===== config.mk =====
export PLATFORM = sky130hd
export DESIGN_NAME = tournament_tree_merge
export DESIGN_NICKNAME = d
export VERILOG_FILES = /design/src/hw/rtl/ttm_pkg.sv /design/src/hw/rtl/tournament_tree_merge.sv /design/src/hw/rtl/ttm_ram.sv
export SDC_FILE = /design/constraint.sdc
export NUM_CORES = 2
export LEC_CHECK = 0
export ABC_AREA = 1
export BUFFER_PORTS_ARGS = -buffer_cell sky130_fd_sc_hd__buf_2
export CORE_ASPECT_RATIO = 0.6
export CORE_MARGIN = 4
export CORE_UTILIZATION = 43
export CTS_CLUSTER_SIZE = 30
export DETAILED_ROUTE_END_ITERATION = 10
export SKIP_CTS_REPAIR_TIMING = 1
export SLEW_MARGIN = 20
export SYNTH_ARGS = -nofsm -noshare
export SYNTH_HDL_FRONTEND = slang
export SYNTH_HIERARCHICAL = 1
export SYNTH_SLANG_ARGS = --single-unit

===== constraint.sdc =====
create_clock -name clock -period 8.5 [get_ports clock]
set_clock_uncertainty 0.15 [all_clocks]
set_input_delay 0.425 -clock clock [delete_from_list [all_inputs] [get_ports clock]]
set_output_delay 0.425 -clock clock [all_outputs]
set_load 0.02 [all_outputs]

===== src/hw/rtl/ttm_pkg.sv =====
package ttm_pkg;

   // Fixed widths of the item fields.
   localparam int SRC_PORT_W  = 4;
   localparam int TIME_W      = 64;
   localparam int PAY_PORT_W  = 32;

endpackage


===== src/hw/rtl/tournament_tree_merge.sv =====
// An accepted item writes its leaf, then walks the path to the root one level a cycle
// through the single read port of the tree memory, over the depth of its leaf (4 for
// sixteen sources); the root is then loaded into the result register. An item with an
// unknown source goes straight to the result. No new item is taken until that is loaded.
// Reset clears the state machine, the result valid and every full bit, the root's too; the
// tree memory and held entries are not, as an entry only counts while its full bit is set.
module tournament_tree_merge #(
   parameter int NUM_SOURCES  = 16,
   parameter int PAYLOAD_BITS = 32
) (
   input  logic                           clock,
   input  logic                           reset,
   input  logic                           req_valid,
   output logic                           req_ready,
   input  logic [ttm_pkg::SRC_PORT_W-1:0] req_source_index,
   input  logic [ttm_pkg::TIME_W-1:0]     req_event_time,
   input  logic [ttm_pkg::PAY_PORT_W-1:0] req_event_payload,
   input  logic                           req_end_of_source,
   output logic                           rsp_valid,
   input  logic                           rsp_ready,
   output logic                           rsp_winner_valid,
   output logic [ttm_pkg::SRC_PORT_W-1:0] rsp_winner_source,
   output logic [ttm_pkg::TIME_W-1:0]     rsp_winner_time,
   output logic [ttm_pkg::PAY_PORT_W-1:0] rsp_winner_payload
);

   localparam int SRC_W  = $clog2(NUM_SOURCES);
   localparam int POS_W  = SRC_W + 1;
   localparam int DEPTH  = 2 * NUM_SOURCES;
   localparam int DATA_W = (PAYLOAD_BITS < ttm_pkg::PAY_PORT_W) ? PAYLOAD_BITS
                                                                 : ttm_pkg::PAY_PORT_W;
   localparam int ENT_W  = SRC_W + ttm_pkg::TIME_W + DATA_W;

   typedef enum logic [1:0] {
      ST_IDLE,
      ST_WALK,
      ST_DONE
   } state_type;

   state_type                    state_ff, state_in;
   logic [POS_W-1:0]             pos_ff, pos_in;
   logic [ENT_W-1:0]             cur_ent_ff, cur_ent_in;
   logic                         cur_full_ff, cur_full_in;
   logic [ENT_W-1:0]             root_ent_ff, root_ent_in;
   logic                         root_full_ff, root_full_in;
   logic                         leaf_full_ff [NUM_SOURCES];
   logic                         leaf_full_in [NUM_SOURCES];
   logic                         node_full_ff [NUM_SOURCES-1];
   logic                         node_full_in [NUM_SOURCES-1];
   logic                         rsp_valid_ff, rsp_valid_in;
   logic                         rsp_winner_valid_ff, rsp_winner_valid_in;
   logic [SRC_W-1:0]             rsp_src_ff, rsp_src_in;
   logic [ttm_pkg::TIME_W-1:0]   rsp_time_ff, rsp_time_in;
   logic [DATA_W-1:0]            rsp_data_ff, rsp_data_in;

   logic                         mem_wr_en;
   logic [POS_W-1:0]             mem_wr_addr;
   logic [ENT_W-1:0]             mem_wr_data;
   logic                         mem_rd_en;
   logic [POS_W-1:0]             mem_rd_addr;
   logic [ENT_W-1:0]             mem_rd_data;

   logic                         accept;
   logic                         req_in_range;
   logic [SRC_W-1:0]             req_src;
   logic [POS_W-1:0]             req_pos;
   logic [ENT_W-1:0]             req_ent;

   logic [POS_W-1:0]             sib_pos;
   logic [POS_W-1:0]             par_pos;
   logic [POS_W-1:0]             sib_leaf_pos;
   logic [POS_W-1:0]             sib_node_pos;
   logic [POS_W-1:0]             par_node_pos;
   logic                         sib_is_leaf;
   logic                         sib_full;
   logic [ENT_W-1:0]             left_ent, right_ent;
   logic                         left_full, right_full;
   logic [SRC_W-1:0]             left_src, right_src;
   logic [ttm_pkg::TIME_W-1:0]   left_time, right_time;
   logic                         pick_left;
   logic                         win_full;
   logic [ENT_W-1:0]             win_ent;
   logic [ttm_pkg::PAY_PORT_W-1:0] rsp_payload_wide;

   // Tree entries by heap position: leaves at NUM_SOURCES and up, nodes from one.
   ttm_ram #(
      .WIDTH (ENT_W),
      .DEPTH (DEPTH)
   ) u_tree_ram (
      .clock   (clock),
      .wr_en   (mem_wr_en),
      .wr_addr (mem_wr_addr),
      .wr_data (mem_wr_data),
      .rd_en   (mem_rd_en),
      .rd_addr (mem_rd_addr),
      .rd_data (mem_rd_data)
   );

   // Decode of the incoming item.
   assign req_ready    = (state_ff == ST_IDLE);
   assign accept       = req_valid && req_ready;
   assign req_in_range = (32'(req_source_index) < NUM_SOURCES);
   assign req_src      = SRC_W'(req_source_index);
   assign req_pos      = POS_W'(NUM_SOURCES) + POS_W'(req_src);
   assign req_ent      = req_end_of_source ? ENT_W'(0)
                       : {req_src, req_event_time, DATA_W'(req_event_payload)};

   // Sibling lookup and the match at the current level of the walk.
   assign sib_pos      = pos_ff ^ POS_W'(1);
   assign par_pos      = pos_ff >> 1;
   assign sib_leaf_pos = sib_pos - POS_W'(NUM_SOURCES);
   assign sib_node_pos = sib_pos - POS_W'(1);
   assign par_node_pos = par_pos - POS_W'(1);
   assign sib_is_leaf  = (sib_pos >= POS_W'(NUM_SOURCES));
   assign sib_full     = sib_is_leaf ? leaf_full_ff[sib_leaf_pos[SRC_W-1:0]]
                                     : node_full_ff[sib_node_pos[SRC_W-1:0]];

   always_comb begin
      if (pos_ff[0] == 1'b0) begin
         left_ent   = cur_ent_ff;
         left_full  = cur_full_ff;
         right_ent  = mem_rd_data;
         right_full = sib_full;
      end else begin
         left_ent   = mem_rd_data;
         left_full  = sib_full;
         right_ent  = cur_ent_ff;
         right_full = cur_full_ff;
      end
   end

   assign left_src   = left_ent[ENT_W-1 -: SRC_W];
   assign right_src  = right_ent[ENT_W-1 -: SRC_W];
   assign left_time  = left_ent[DATA_W +: ttm_pkg::TIME_W];
   assign right_time = right_ent[DATA_W +: ttm_pkg::TIME_W];

   // Earlier time wins; on a tie the lower source wins; an empty side always loses.
   assign pick_left = left_full && (!right_full || (left_time < right_time)
                      || ((left_time == right_time) && (left_src <= right_src)));
   assign win_full  = left_full || right_full;
   assign win_ent   = pick_left ? left_ent : right_ent;

   // Sequencer: write the leaf, one level of the path each cycle, then the result.
   always_comb begin
      state_in            = state_ff;
      pos_in              = pos_ff;
      cur_ent_in          = cur_ent_ff;
      cur_full_in         = cur_full_ff;
      root_ent_in         = root_ent_ff;
      root_full_in        = root_full_ff;
      leaf_full_in        = leaf_full_ff;
      node_full_in        = node_full_ff;
      rsp_valid_in        = rsp_valid_ff && !rsp_ready;
      rsp_winner_valid_in = rsp_winner_valid_ff;
      rsp_src_in          = rsp_src_ff;
      rsp_time_in         = rsp_time_ff;
      rsp_data_in         = rsp_data_ff;
      mem_wr_en           = 1'b0;
      mem_wr_addr         = req_pos;
      mem_wr_data         = req_ent;
      mem_rd_en           = 1'b0;
      mem_rd_addr         = req_pos ^ POS_W'(1);

      unique case (state_ff)
         ST_IDLE: begin
            if (accept) begin
               if (req_in_range) begin
                  mem_wr_en             = 1'b1;
                  mem_rd_en             = 1'b1;
                  leaf_full_in[req_src] = !req_end_of_source;
                  cur_ent_in            = req_ent;
                  cur_full_in           = !req_end_of_source;
                  pos_in                = req_pos;
                  state_in              = ST_WALK;
               end else begin
                  state_in = ST_DONE;
               end
            end
         end
         ST_WALK: begin
            mem_wr_en                             = 1'b1;
            mem_wr_addr                           = par_pos;
            mem_wr_data                           = win_ent;
            node_full_in[par_node_pos[SRC_W-1:0]] = win_full;
            cur_ent_in                            = win_ent;
            cur_full_in                           = win_full;
            pos_in                                = par_pos;
            mem_rd_addr                           = par_pos ^ POS_W'(1);
            if (par_pos == POS_W'(1)) begin
               root_ent_in  = win_ent;
               root_full_in = win_full;
               state_in     = ST_DONE;
            end else begin
               mem_rd_en = 1'b1;
            end
         end
         ST_DONE: begin
            if (!rsp_valid_ff || rsp_ready) begin
               rsp_valid_in        = 1'b1;
               rsp_winner_valid_in = root_full_ff;
               rsp_src_in          = root_full_ff ? root_ent_ff[ENT_W-1 -: SRC_W]
                                                  : SRC_W'(0);
               rsp_time_in         = root_full_ff ? root_ent_ff[DATA_W +: ttm_pkg::TIME_W]
                                                  : ttm_pkg::TIME_W'(0);
               rsp_data_in         = root_full_ff ? root_ent_ff[DATA_W-1:0] : DATA_W'(0);
               state_in            = ST_IDLE;
            end
         end
         default: begin
            state_in = ST_IDLE;
         end
      endcase
   end

   // State, full bits and the result register.
   always_ff @(posedge clock) begin
      if (reset) begin
         state_ff     <= ST_IDLE;
         root_full_ff <= 1'b0;
         rsp_valid_ff <= 1'b0;
         cur_full_ff  <= 1'b0;
         for (int i = 0; i < NUM_SOURCES; i++) begin
            leaf_full_ff[i] <= 1'b0;
         end
         for (int i = 0; i < NUM_SOURCES - 1; i++) begin
            node_full_ff[i] <= 1'b0;
         end
      end else begin
         state_ff     <= state_in;
         root_full_ff <= root_full_in;
         rsp_valid_ff <= rsp_valid_in;
         cur_full_ff  <= cur_full_in;
         leaf_full_ff <= leaf_full_in;
         node_full_ff <= node_full_in;
      end
      pos_ff              <= pos_in;
      cur_ent_ff          <= cur_ent_in;
      root_ent_ff         <= root_ent_in;
      rsp_winner_valid_ff <= rsp_winner_valid_in;
      rsp_src_ff          <= rsp_src_in;
      rsp_time_ff         <= rsp_time_in;
      rsp_data_ff         <= rsp_data_in;
   end

   // Widen the kept payload bits back to the port.
   always_comb begin
      rsp_payload_wide              = '0;
      rsp_payload_wide[DATA_W-1:0]  = rsp_data_ff;
   end

   assign rsp_valid          = rsp_valid_ff;
   assign rsp_winner_valid   = rsp_winner_valid_ff;
   assign rsp_winner_source  = ttm_pkg::SRC_PORT_W'(rsp_src_ff);
   assign rsp_winner_time    = rsp_time_ff;
   assign rsp_winner_payload = rsp_payload_wide;

endmodule


===== src/hw/rtl/ttm_ram.sv =====
module ttm_ram #(
   parameter int WIDTH = 8,
   parameter int DEPTH = 16
) (
   input  logic                     clock,
   input  logic                     wr_en,
   input  logic [$clog2(DEPTH)-1:0] wr_addr,
   input  logic [WIDTH-1:0]         wr_data,
   input  logic                     rd_en,
   input  logic [$clog2(DEPTH)-1:0] rd_addr,
   output logic [WIDTH-1:0]         rd_data
);

   logic [WIDTH-1:0] mem_ff [DEPTH];
   logic [WIDTH-1:0] rd_data_ff;

   // One write port and one registered read port.
   always_ff @(posedge clock) begin
      if (wr_en) begin
         mem_ff[wr_addr] <= wr_data;
      end
      if (rd_en) begin
         rd_data_ff <= mem_ff[rd_addr];
      end
   end

   assign rd_data = rd_data_ff;

endmodule


==> metrics.md <==
| Metric | Value |
|---|---|
| Status | `completed` |
| Classification of the worst-slack hold path | `primary input to register` |
| Post-synthesis sequential area ratio | `72.6%` |
| TritonCTS clock tree | `built` |
| CP arrival | `7010 ps` |
| Clock-pin slew on the worst setup and hold paths | `70 ps` |
| Max-slew violation count | `0` |
| Clk sinks | `3642` |
| Syn. warnings | `6` |
| Final hold slack | `120 ps` |
| Num rows | `167` |
| Gr usage total | `25.7%` |
| Die Y | `466 um` |
| Die area | `0.359 mm2` |
| Largest net degree at the start of global routing | `207` |
| Initial Util | `43.3%` |
| H-Tree Depth | `5` |
| DP Wirelength | `218000 um` |
| Synth Area per Inst | `11.7 um2` |
| WL/cell | `27.0 um` |
| Met3 Use GR | `5.41%` |
| Commonest register cell after synthesis | `edfxtp_1` |
| Setup slack after layout | `1730 ps` |
| Finished Layout Cells | `17614` |
| Design Power | `42.3 mW` |
| Design area | `0.166 mm2` |
| Unique cell type count in the Yosys netlist | `34` |
| Area leader, netlist | `edfxtp_1` |
| Clk Latency, worst-skew pair | `920 ps` |
| Placed cells | `16997` |
| Hold path startpoint | `req_source_index[1]` |
| Post-Syn Instances | `12772` |
| Fin. Hold Viols | `0` |
| TNS Setup | `0 ps` |
| Most frequent cell after synthesis | `nand2_1` |
| Actual slew at the worst max-slew pin | `1320 ps` |
| Vias | `100469` |
| Fraction of registers with async set/reset | `0%` |
| GRT met2 Usage | `37.3%` |
| Net count reported at finish | `12876` |
| Max-cap check violation count | `0` |
| Most Used Layer, Global Route | `met1` |
| # port buffers | `207` |
| Yosys reg bits | `3642` |
| Area contributors post-synth | `edfxtp_1 72%, nand2_1 11%, nand3_1 10%` |
| Pre-antenna DRT Iters | `8` |
| Crit path capture type | `register` |
| Hold depth | `5` |
| Flop2flop setup slack | `1730 ps` |
| Min Tclk post-route | `6770 ps` |
| Drt via density | `5.70` |
| Fmax achieved | `0.148 GHz` |
| Leakage Power | `60.6 nW` |
| Post-Syn Nets | `12945` |
| Final WL | `475000 um` |
| Share of the synthesized area in the top cell type | `72.2%` |
| IO Count | `208` |
| Power density over cell area | `255 mW/mm2` |
| Peak VDD IR | `0.162 mV` |
| Final ANT Viol Nets | `0` |
| Critical path class | `register to register` |
| 1st-iter DRT viols | `14432` |
| Num CTS Buffers | `342` |
| Pre-CTS WS | `1820 ps` |
| First-pass GRT wire length | `674000 um` |
| RSZ-0062 raised after global routing | `false` |
| Clock Path Buffers | `4` |
| Endpoints failing setup | `0` |
| Number of global-route vias before repair | `90965` |
| Fill count | `30634` |
| DRC | `0` |
| Core Footprint | `0.346 mm2` |
| RR Startpoint | `pos_ff[0]` |
| Antenna violations before repair | `15` |
| Final core occ | `47.9%` |
| Period utilization | `79.7%` |
| Netlist Area Pre-Place | `0.150 mm2` |
| GRT Residual Overflow | `0` |
| Layout area overhead | `10.6%` |
| Max Fanout on Critical Path | `72` |
| Clock root buffer | `clkbuf_16` |
| Worst-case reg-to-reg path depth | `18` |
| Worst hold endpoint | `leaf_full_ff[2]` |
| Most instantiated cells after synthesis | `4300 x nand2_1, 3606 x edfxtp_1, 3052 x nand3_1, 380 x buf_2, 298 x inv_1` |
| Element type at the critical path start | `register` |
| Routability cong. | `0.810` |
| Layout cells sized above 1 | `7.49%` |
| Post-synth EDFFs | `3606` |
| Chip Width | `771 um` |
| RR Endpoint | `u_tree_ram/mem_ff[15][4]` |
| Dpl cell area | `0.155 mm2` |
| Routing usage on met1 | `39.6%` |
| Worst slew margin | `12.1%` |
| Worst EP required | `8730 ps` |
## worst max-delay path: stages (launching register included)
cell	delay, ps
edfxtp_1	420
buf_4	450
buf_4	580
mux2i_1	210
ha_1	330
nand2_1	60
nor2_1	180
nand2_1	150
nor2_1	280
nand2_1	160
nand2_1	310
nand2_1	90
nand2_1	230
nand2_8	420
nand2_8	820
buf_4	430
nand2_1	110
nand3_1	90
nand2_1	600
## logic make-up after synthesis
family                     after synthesis  synth area share [%]
DFF                                   3642                  72.6
xor gates and xnor gates                 3                0.0175
muxes                                   67                 0.447
adders and majority gates               68                 0.567
buffers and inverters                 1103                  3.52
AOI/OAI and AO/OA                      248                 0.840
and+or+nand+nor                       7641                  22.0
## flip-flops by register name, summed over array words and instances, names as in the netlist, 5 cells and up
signal	count
u_tree_ram/mem_ff	3200
rsp_winner_payload	32
leaf_full_ff	16
u_tree_ram/rd_data	100
node_full_ff	15
cur_ent_ff	100
rsp_winner_time	64
root_ent_ff	100
pos_ff	5
## per-layer routing
layer | wire length, um | up-vias
met5 | 237 | -
met4 | 11500 | 4
met3 | 55400 | 704
met2 | 202000 | 5904
met1 | 206000 | 49191
li1 | - | 44666
## final cells by class
class | instances | area (um2) | area share (%)
clock buffer | 413 | 8940 | 5.39
tap | 4647 | 5810 | 3.50
multi-input combinational | 8027 | 36100 | 21.8
sequential | 3642 | 109000 | 65.7
antenna | 4 | 10.0 | 0.00603
clock inverter | 191 | 1550 | 0.933
inverter | 303 | 1200 | 0.721
timing repair buffer | 387 | 3260 | 1.97
## layout by cell type (no fill, tap or decap), types with 8 or more instances in the layout
cell and instances:
nand2_1 4295, edfxtp_1 3606, nand3_1 3052, clkbuf_16 347, inv_1 294, buf_2 207
o21ai_0 170, buf_4 105, and2_1 101, clkinv_1 74, nor2_1 71, or2_2 68
ha_1 68, mux2i_1 67, a21oi_1 66, clkbuf_1 65, buf_12 65, clkinv_2 57
nor2_4 36, dfxtp_1 35, bufinv_16 20, clkinvlp_4 17, inv_6 13, dlygate4sd3_1 8
## power by group
part	switching (mW)	internal [mW]	total [mW]
sequential	0.161	21.1	21.2
clock	6.76	8.12	14.9
combinational	4.67	1.51	6.18
total	11.6	30.7	42.3
## worst max path at each step
stage | start | endpoint | slack, ps | depth (start not counted)
after floorplan | state_ff[0] | u_tree_ram/mem_ff[20][0] | 1950 | 8
after global placement | pos_ff[0] | u_tree_ram/mem_ff[8][87] | 1820 | 18
after detailed placement | pos_ff[0] | u_tree_ram/mem_ff[8][87] | 1820 | 18
after CTS | pos_ff[0] | u_tree_ram/mem_ff[20][87] | 1760 | 18
after global routing | pos_ff[0] | u_tree_ram/mem_ff[15][4] | 1450 | 19
final | pos_ff[0] | u_tree_ram/mem_ff[15][4] | 1730 | 18
Power figures use the tool's default switching activity.
